===== src/dvr_pkg.sv =====
package dvr_pkg;

   // Router count; the design holds for 2 to 15.
   localparam int NUM_ROUTERS = 8;
   localparam int IDX_W       = (NUM_ROUTERS > 1) ? $clog2(NUM_ROUTERS) : 1;
   localparam int VEC_DEPTH   = NUM_ROUTERS * NUM_ROUTERS;
   localparam int ADDR_W      = $clog2(VEC_DEPTH);
   localparam int COST_W      = 9;

   localparam logic [COST_W-1:0] NO_COST       = '1;
   localparam logic [8:0]        MAX_PATH_COST = 9'd100;

   typedef enum logic [1:0] {
      FUNC_LINK      = 2'd0,
      FUNC_VECTOR    = 2'd1,
      FUNC_RECOMPUTE = 2'd2,
      FUNC_NONE      = 2'd3
   } func_type;

   // Bit 8 set means unknown; otherwise bits 7:0 hold the cost.
   function automatic logic [COST_W-1:0] norm_cost(input logic [COST_W-1:0] raw);
      norm_cost = raw[COST_W-1] ? NO_COST : raw;
   endfunction

endpackage


===== src/dvr_ram.sv =====
module dvr_ram #(
   parameter int WIDTH = 8,
   parameter int DEPTH = 64
) (
   input  logic                     clock,
   input  logic                     wr_en,
   input  logic [$clog2(DEPTH)-1:0] wr_addr,
   input  logic [WIDTH-1:0]         wr_data,
   input  logic [$clog2(DEPTH)-1:0] rd_addr,
   output logic [WIDTH-1:0]         rd_data
);

   logic [WIDTH-1:0] mem_ff [DEPTH];

   always_ff @(posedge clock) begin
      if (wr_en) begin
         mem_ff[wr_addr] <= wr_data;
      end
      rd_data <= mem_ff[rd_addr];
   end

endmodule


===== src/distance_vector_route_update_core.sv =====
// Distance-vector routing table, Bellman-Ford update.
// Command channel: start with req_func/req_neighbor/req_destination/req_cost is
// taken at a clock edge where busy is low. Link cost and vector entry writes
// finish at that edge and leave busy low, so they can come every cycle.
// A recompute walks every (destination, neighbor) pair, one pair per cycle
// through the single adder/comparator and the vector RAM read port, and
// emits one word per destination on the rsp_ ports, each marked by a
// one-cycle rsp_valid strobe. Destination d's word follows its last
// neighbor pair through the pair stage and the rsp_ registers; a recompute
// holds busy through the walk, the last word arriving the cycle busy drops.
// rsp_last_entry marks the final word, which carries rsp_table_changed.
// The receiver cannot stall; words are simply presented for one cycle.
// csr_wr_en/csr_wr_data set the own router number at any edge.
// After reset the block clears the vector RAM, one entry a cycle, holding
// busy until every entry is cleared; csr writes still land.
// Reset sets link costs, vectors and routes to unknown and self_id to 1.
module distance_vector_route_update_core
   import dvr_pkg::*;
(
   input  logic              clock,
   input  logic              reset,
   input  logic              start,
   output logic              busy,
   input  logic [1:0]        req_func,
   input  logic [3:0]        req_neighbor,
   input  logic [3:0]        req_destination,
   input  logic signed [8:0] req_cost,
   input  logic              csr_wr_en,
   input  logic [3:0]        csr_wr_data,
   output logic              rsp_valid,
   output logic [3:0]        rsp_route_destination,
   output logic signed [7:0] rsp_route_cost,
   output logic signed [4:0] rsp_next_hop,
   output logic              rsp_last_entry,
   output logic              rsp_table_changed
);

   typedef enum logic [1:0] {
      ST_CLEAR,
      ST_IDLE,
      ST_RUN
   } state_type;

   localparam logic [ADDR_W-1:0] LAST_ADDR = ADDR_W'(VEC_DEPTH - 1);
   localparam logic [IDX_W-1:0]  LAST_IDX  = IDX_W'(NUM_ROUTERS - 1);

   state_type         state_ff, state_in;
   logic [3:0]        self_id_ff, self_id_in;
   logic [ADDR_W-1:0] addr_ff, addr_in;
   logic [IDX_W-1:0]  n_ff, n_in, d_ff, d_in;
   logic [COST_W-1:0] link_ff [NUM_ROUTERS];
   logic [COST_W-1:0] link_in [NUM_ROUTERS];
   logic [7:0]        rcost_ff [NUM_ROUTERS];
   logic [7:0]        rcost_in [NUM_ROUTERS];
   logic [4:0]        rhop_ff [NUM_ROUTERS];
   logic [4:0]        rhop_in [NUM_ROUTERS];

   // pair stage, in step with the RAM read data
   logic              s1_vld_ff, s1_vld_in;
   logic [IDX_W-1:0]  s1_n_ff, s1_n_in, s1_d_ff, s1_d_in;
   logic [COST_W-1:0] s1_lc_ff, s1_lc_in;
   logic              s1_skip_ff, s1_skip_in;
   logic              s1_self_dst_ff, s1_self_dst_in;
   logic              s1_last_n_ff, s1_last_n_in;
   logic              s1_last_d_ff, s1_last_d_in;

   // running minimum for the current destination
   logic [6:0]        best_ff, best_in;
   logic              best_vld_ff, best_vld_in;
   logic [IDX_W-1:0]  hop_ff, hop_in;
   logic              changed_ff, changed_in;

   logic              rsp_valid_ff, rsp_valid_in;
   logic [3:0]        rsp_dst_ff, rsp_dst_in;
   logic [7:0]        rsp_cost_ff, rsp_cost_in;
   logic [4:0]        rsp_hop_ff, rsp_hop_in;
   logic              rsp_last_ff, rsp_last_in;
   logic              rsp_chg_ff, rsp_chg_in;

   logic              ram_wr_en;
   logic [ADDR_W-1:0] ram_wr_addr;
   logic [COST_W-1:0] ram_wr_data;
   logic [COST_W-1:0] adv;

   logic              accept;
   logic              nb_ok, dst_ok;
   logic [4:0]        nb_m1, dst_m1;
   logic [IDX_W-1:0]  nb_idx;
   logic [COST_W-1:0] cost_norm;

   logic [8:0]        sum;
   logic              cand_ok, cur_vld, take;
   logic [7:0]        fin_cost;
   logic [4:0]        fin_hop;
   logic              entry_chg;

   dvr_ram #(
      .WIDTH(COST_W),
      .DEPTH(VEC_DEPTH)
   ) u_vec_ram (
      .clock  (clock),
      .wr_en  (ram_wr_en),
      .wr_addr(ram_wr_addr),
      .wr_data(ram_wr_data),
      .rd_addr(addr_ff),
      .rd_data(adv)
   );

   assign busy      = (state_ff != ST_IDLE) || s1_vld_ff;
   assign accept    = start && !busy;
   assign nb_ok     = (req_neighbor != 4'd0) && (32'(req_neighbor) <= NUM_ROUTERS);
   assign dst_ok    = (req_destination != 4'd0) && (32'(req_destination) <= NUM_ROUTERS);
   assign nb_m1     = {1'b0, req_neighbor} - 5'd1;
   assign dst_m1    = {1'b0, req_destination} - 5'd1;
   assign nb_idx    = IDX_W'(nb_m1);
   assign cost_norm = norm_cost(req_cost);

   // vector RAM is destination-major so the recompute reads it in order
   always_comb begin
      if (state_ff == ST_CLEAR) begin
         ram_wr_en   = 1'b1;
         ram_wr_addr = addr_ff;
         ram_wr_data = NO_COST;
      end else begin
         ram_wr_en   = accept && (func_type'(req_func) == FUNC_VECTOR) && nb_ok && dst_ok;
         ram_wr_addr = ADDR_W'(32'(dst_m1) * NUM_ROUTERS + 32'(nb_m1));
         ram_wr_data = cost_norm;
      end
   end

   // candidate from the pair stage
   always_comb begin
      sum      = {1'b0, s1_lc_ff[7:0]} + {1'b0, adv[7:0]};
      cand_ok  = !s1_skip_ff && !s1_lc_ff[8] && !adv[8] && (sum <= MAX_PATH_COST);
      cur_vld  = (s1_n_ff != '0) && best_vld_ff;
      take     = cand_ok && (!cur_vld || (sum[6:0] < best_ff));
      if (s1_self_dst_ff) begin
         fin_cost = 8'd0;
         fin_hop  = {1'b0, self_id_ff};
      end else if (take) begin
         fin_cost = {1'b0, sum[6:0]};
         fin_hop  = 5'(s1_n_ff) + 5'd1;
      end else if (cur_vld) begin
         fin_cost = {1'b0, best_ff};
         fin_hop  = 5'(hop_ff) + 5'd1;
      end else begin
         fin_cost = 8'hFF;
         fin_hop  = 5'h1F;
      end
      entry_chg = (rcost_ff[s1_d_ff] != fin_cost) || (rhop_ff[s1_d_ff] != fin_hop);
   end

   always_comb begin
      state_in       = state_ff;
      self_id_in     = csr_wr_en ? csr_wr_data : self_id_ff;
      addr_in        = addr_ff;
      n_in           = n_ff;
      d_in           = d_ff;
      link_in        = link_ff;
      rcost_in       = rcost_ff;
      rhop_in        = rhop_ff;
      s1_vld_in      = 1'b0;
      s1_n_in        = n_ff;
      s1_d_in        = d_ff;
      s1_lc_in       = link_ff[n_ff];
      s1_skip_in     = (32'(n_ff) + 1 == 32'(self_id_ff));
      s1_self_dst_in = (32'(d_ff) + 1 == 32'(self_id_ff));
      s1_last_n_in   = (n_ff == LAST_IDX);
      s1_last_d_in   = (d_ff == LAST_IDX);
      best_in        = best_ff;
      best_vld_in    = best_vld_ff;
      hop_in         = hop_ff;
      changed_in     = changed_ff;
      rsp_valid_in   = 1'b0;
      rsp_dst_in     = rsp_dst_ff;
      rsp_cost_in    = rsp_cost_ff;
      rsp_hop_in     = rsp_hop_ff;
      rsp_last_in    = rsp_last_ff;
      rsp_chg_in     = rsp_chg_ff;

      unique case (state_ff)
         ST_CLEAR: begin
            addr_in = addr_ff + 1'b1;
            if (addr_ff == LAST_ADDR) begin
               addr_in  = '0;
               state_in = ST_IDLE;
            end
         end
         ST_IDLE: begin
            if (accept) begin
               unique case (func_type'(req_func))
                  FUNC_LINK: begin
                     if (nb_ok) begin
                        link_in[nb_idx] = cost_norm;
                     end
                  end
                  FUNC_RECOMPUTE: begin
                     state_in   = ST_RUN;
                     addr_in    = '0;
                     n_in       = '0;
                     d_in       = '0;
                     changed_in = 1'b0;
                  end
                  default: begin
                     // vector writes go straight to the RAM; func 3 is dropped
                  end
               endcase
            end
         end
         ST_RUN: begin
            s1_vld_in = 1'b1;
            addr_in   = addr_ff + 1'b1;
            n_in      = n_ff + 1'b1;
            if (n_ff == LAST_IDX) begin
               n_in = '0;
               d_in = d_ff + 1'b1;
            end
            if (addr_ff == LAST_ADDR) begin
               state_in = ST_IDLE;
            end
         end
         default: state_in = ST_IDLE;
      endcase

      if (s1_vld_ff) begin
         best_vld_in = cur_vld || take;
         if (take) begin
            best_in = sum[6:0];
            hop_in  = s1_n_ff;
         end
         if (s1_last_n_ff) begin
            rcost_in[s1_d_ff] = fin_cost;
            rhop_in[s1_d_ff]  = fin_hop;
            changed_in        = changed_ff || entry_chg;
            rsp_valid_in      = 1'b1;
            rsp_dst_in        = 4'(s1_d_ff) + 4'd1;
            rsp_cost_in       = fin_cost;
            rsp_hop_in        = fin_hop;
            rsp_last_in       = s1_last_d_ff;
            rsp_chg_in        = s1_last_d_ff && (changed_ff || entry_chg);
         end
      end
   end

   always_ff @(posedge clock) begin
      if (reset) begin
         state_ff     <= ST_CLEAR;
         self_id_ff   <= 4'd1;
         addr_ff      <= '0;
         n_ff         <= '0;
         d_ff         <= '0;
         s1_vld_ff    <= 1'b0;
         best_vld_ff  <= 1'b0;
         changed_ff   <= 1'b0;
         rsp_valid_ff <= 1'b0;
         for (int i = 0; i < NUM_ROUTERS; i++) begin
            link_ff[i]  <= NO_COST;
            rcost_ff[i] <= 8'hFF;
            rhop_ff[i]  <= 5'h1F;
         end
      end else begin
         state_ff     <= state_in;
         self_id_ff   <= self_id_in;
         addr_ff      <= addr_in;
         n_ff         <= n_in;
         d_ff         <= d_in;
         s1_vld_ff    <= s1_vld_in;
         best_vld_ff  <= best_vld_in;
         changed_ff   <= changed_in;
         rsp_valid_ff <= rsp_valid_in;
         link_ff      <= link_in;
         rcost_ff     <= rcost_in;
         rhop_ff      <= rhop_in;
      end
      s1_n_ff        <= s1_n_in;
      s1_d_ff        <= s1_d_in;
      s1_lc_ff       <= s1_lc_in;
      s1_skip_ff     <= s1_skip_in;
      s1_self_dst_ff <= s1_self_dst_in;
      s1_last_n_ff   <= s1_last_n_in;
      s1_last_d_ff   <= s1_last_d_in;
      best_ff        <= best_in;
      hop_ff         <= hop_in;
      rsp_dst_ff     <= rsp_dst_in;
      rsp_cost_ff    <= rsp_cost_in;
      rsp_hop_ff     <= rsp_hop_in;
      rsp_last_ff    <= rsp_last_in;
      rsp_chg_ff     <= rsp_chg_in;
   end

   assign rsp_valid             = rsp_valid_ff;
   assign rsp_route_destination = rsp_dst_ff;
   assign rsp_route_cost        = rsp_cost_ff;
   assign rsp_next_hop          = rsp_hop_ff;
   assign rsp_last_entry        = rsp_last_ff;
   assign rsp_table_changed     = rsp_chg_ff;

endmodule


===== config.mk =====
export PLATFORM = sky130hd
export DESIGN_NAME = distance_vector_route_update_core
export DESIGN_NICKNAME = d
export VERILOG_FILES = /design/src/dvr_pkg.sv /design/src/dvr_ram.sv /design/src/distance_vector_route_update_core.sv
export SDC_FILE = /design/constraint.sdc
export NUM_CORES = 1
export LEC_CHECK = 0
export BUFFER_PORTS_ARGS = -buffer_cell sky130_fd_sc_hd__buf_2
export CELL_PAD_IN_SITES_DETAIL_PLACEMENT = 0
export CELL_PAD_IN_SITES_GLOBAL_PLACEMENT = 2
export CORE_MARGIN = 2
export CORE_UTILIZATION = 50
export CTS_BUF_LIST = sky130_fd_sc_hd__clkbuf_4 sky130_fd_sc_hd__clkbuf_8
export DETAILED_ROUTE_END_ITERATION = 10
export PLACE_DENSITY = 0.81
export SLEW_MARGIN = 10
export SYNTH_ARGS = -nofsm -noshare
export SYNTH_HDL_FRONTEND = slang
export SYNTH_HIERARCHICAL = 1
export SYNTH_SLANG_ARGS = --single-unit

===== constraint.sdc =====
create_clock -name clock -period 7.5 [get_ports clock]
set_input_delay 0.375 -clock clock [delete_from_list [all_inputs] [get_ports clock]]
set_output_delay 0.375 -clock clock [all_outputs]
set_load 0.05 [all_outputs]

==> results.md <==
* PD cells at 267 mW/mm^2
* Clock buffer depth at 3
* Crit Path Class: reg2reg
* DRC at 0
* Worst hold path class: in2reg
* Die H at 263 um
* Tmin final at 4.59 ns
* DIE WIDTH at 263 um
* TritonCTS clock tree: built
* Area Overhead vs Synth at 11.2%
* Syn_area_per_cell at 16.1 sq um
* Post-CTS Setup Inserts at 0
* CP max stage delay at 0.50 ns
* Ys Warns at 6
* Setup slack, reg-to-reg at 2.91 ns
* Crit-path max FO at 10
* Drt pass-1 iters at 6
* Register area share after synthesis at 67.1%
* Initial core utilization at 50.8%
* Synth async-reset ratio at 0%
* Area occupied by multi-input gates at 0.0102 sq mm
* Initial antenna violation count at 3
* Largest net degree at the start of global routing at 115
* Layout cell share with drive strength beyond 1 at 23.1%
* CP Cell Sequence: ha_1, inv_1, fa_1, nor2b_1, o2111ai_1, and4_1, or2_2, inv_1, ha_1, o21ai_0, a21oi_1, nor3_2, a21oi_1, o21ai_2, inv_1, xor2_1, nand4_1, nor4_2, nor2b_1
* Worst setup SP type: flop
* Setup_tns at 0 ns
* Worst path required time at 8.02 ns
* Cts hold-fix bufs at 12
* DRT iter0 DRCs at 1,645
* RSZ-0062 raised after global routing: false
* Synth Register Bits at 822
* H-tree levels at 4
* Hpwl dp at 46.3 mm
* Filler cells at 5,127
* Slew HR at 22.4%
* DR vias at 18.9k
* Max-slew violations at 0
* Pwr Total at 9.98 mW
* CP top delay family: simple AND/OR/NAND/NOR gates
* Endpoint type of the worst setup path: flop
* Post-synth EDFFs at 604
* CTS Root Cell: clkbuf_8
* Clk sinks at 822
* Congestion Overflow GR at 0
* CTS Buf Count at 136
* Worst-Margin Slew at 1.13 ns
* Drt total wl at 77.5 mm
* Critical Path AT at 5.11 ns
* Post-synthesis instance area at 0.0335 sq mm
* Final GP Congestion at 0.802
* GRT Util Overall at 22.6%
* Post-layout util at 56.4%
* Status: completed
* Total die area at 0.0692 sq mm
* Cells after Synth at 2,079
* Core area at 0.0661 sq mm
* I/O Buffers at 47
* Max_cap viols at 0
* Final hold slack at 0.0828 ns
* Clock Latency Late Sink at 0.78 ns
* Cell repeated most along the worst path: inv_1
* First-pass GRT wire length at 117 mm
* Library cells used by synthesis at 69
* Final period util at 61.2%
* CP bufs+invs at 3
* Vias in the first global route at 18.9k
* Top Ports at 48
* Slowest-stage cell, CP: nor3_2
* Post-route ant nets at 0
* Final Net Count at 2,235
* Leak pwr at 12.2 nW
* Hold Vio Cnt, Final at 0
* Register area at 0.0225 sq mm
* Setup violators final at 0
* Clock skew at 0.0339 ns
* Syn_nets at 2,139
* Worst IR Drop VDD at 0.000165 V
* Std-Cell Rows at 94
* Ys flop type: edfxtp_1
* FMAX at 218 MHz
* WL/cell at 24.6 um
* Post_cts resized at 0
* CTS clk-pin slew, worst paths at 0.06 ns
* Via density at 6.01
through the flow:
stage	instance area (sq um)	worst slack (ns)	instances
final	37300	2.91	3150
after global routing	37300	2.47	3150
after CTS	37300	2.96	3147
after detailed placement	34500	2.99	2888
after global placement	34500	3.05	2888
after floorplan	33500	3.54	2079
area by class of cell:
| cell class | count | share of cell area, % |
|---|---|---|
| multi-input cells | 1071 | 27.4 |
| clock inverters | 49 | 0.718 |
| clock buffers | 198 | 6.43 |
| well taps | 864 | 2.90 |
| repair buffers | 87 | 1.60 |
| flip-flops and latches | 822 | 60.4 |
| inverters | 57 | 0.574 |
| diodes | 2 | 0.0134 |
state kept, by name, indices dropped and copies added, names as in the netlist, 2 cells and up:
register	flops
u_vec_ram/mem_ff	576
link_ff	72
rcost_ff	64
rhop_ff	32
s1_lc_ff	9
u_vec_ram/rd_data	9
rsp_route_cost	8
best_ff	7
addr_ff	6
rsp_next_hop	4
rsp_route_destination	4
self_id_ff	4
d_ff	3
hop_ff	3
n_ff	3
s1_d_ff	3
s1_n_ff	3
state_ff	2
Yosys cell counts, drive strengths merged, types with 27 or more instances:
| master | n | area share (%) |
|---|---|---|
| nand2 | 45 | 0.50 |
| buf | 45 | 0.92 |
| a211o | 169 | 4.4 |
| nor2 | 280 | 3.1 |
| mux2i | 44 | 1.3 |
| nand3 | 27 | 0.40 |
| clkbuf | 84 | 0.94 |
| dfxtp | 218 | 13 |
| edfxtp | 604 | 54 |
| inv | 57 | 0.64 |
| mux4 | 193 | 13 |
| ha | 31 | 1.2 |
power by group:
group | switching (mW) | total, mW | internal [mW] | leakage, nW
Combinational | 0.665 | 1.14 | 0.474 | 3.60
Clock | 1.76 | 3.83 | 2.07 | 1.42
Sequential | 0.0736 | 5.01 | 4.94 | 7.21
logic make-up after synthesis:
logic type                 Yosys count  synth area share (%)
and+or+nand+nor                    449                  5.96
xor gates and xnor gates            40                  1.07
muxes                              254                  14.9
DFF                                822                  67.1
buffers and inverters              186                  2.50
AOI/OAI and AO/OA                  295                  7.20
adders and majority gates           33                  1.28
per-layer routing:
layer | track usage (%) | share of wire (%) | up-vias
met5 | 0 | 0.017 | -
met4 | 8.03 | 2.4 | 2
met3 | 3.80 | 5.7 | 141
met2 | 36.7 | 49 | 603
met1 | 31.2 | 43 | 9815
li1 | - | - | 8361
path summary, 6_finish.rpt:
| kind | startpoint | endpoint | depth (start not counted) |
|---|---|---|---|
| worst min register to register | d_ff[1] | s1_d_ff[1] | 0 |
| worst max-delay path | s1_lc_ff[0] | rsp_table_changed | 19 |
| worst min-delay path | req_cost[7] | link_ff[43] | 4 |
| worst max register to register | s1_lc_ff[0] | rsp_table_changed | 19 |
layout by cell type, fill, tap and decap left out, types with 5 or more instances in the layout:
master         synthesis  routed
a2111oi_0              6       6
a211o_1              169     169
a211oi_1               9       9
a21oi_1               20      20
a221o_1                6       6
a22oi_1               21      21
and2_1                 8       8
and3_1                 7       7
buf_2                 19      46
buf_4                 10      26
clkbuf_4               0      52
clkbuf_8               0     146
clkinv_1               0      29
clkinv_2               0       8
dfxtp_1              218     214
dlygate4sd3_1          0      12
edfxtp_1             604     604
ha_1                  31      31
inv_1                 55      55
mux2_2                17      17
mux2i_1               44      44
mux4_1                 8       8
mux4_2               185     185
nand2_1               45      45
nand2b_1              12      12
nand3_1               27      27
nand4_1                6       6
nor2_1               280     280
nor2b_1               24      24
nor3_1                 5       5
o211ai_1               6       6
o21ai_0               10      10
o21ai_1                6       6
o221ai_1               5       5
o22ai_1                8       8
or3_2                  0       6
xnor2_1               15      15
xor2_1                24      24
tightest hold or removal path: cells and delay by family:
kind | cells | cell delay, ns
AO/OA/AOI/OAI | 1 | 0.10
buffers and inverters | 1 | 0.09
AND/OR/NAND/NOR | 2 | 0.26
(Power assumes the default switching activity.)
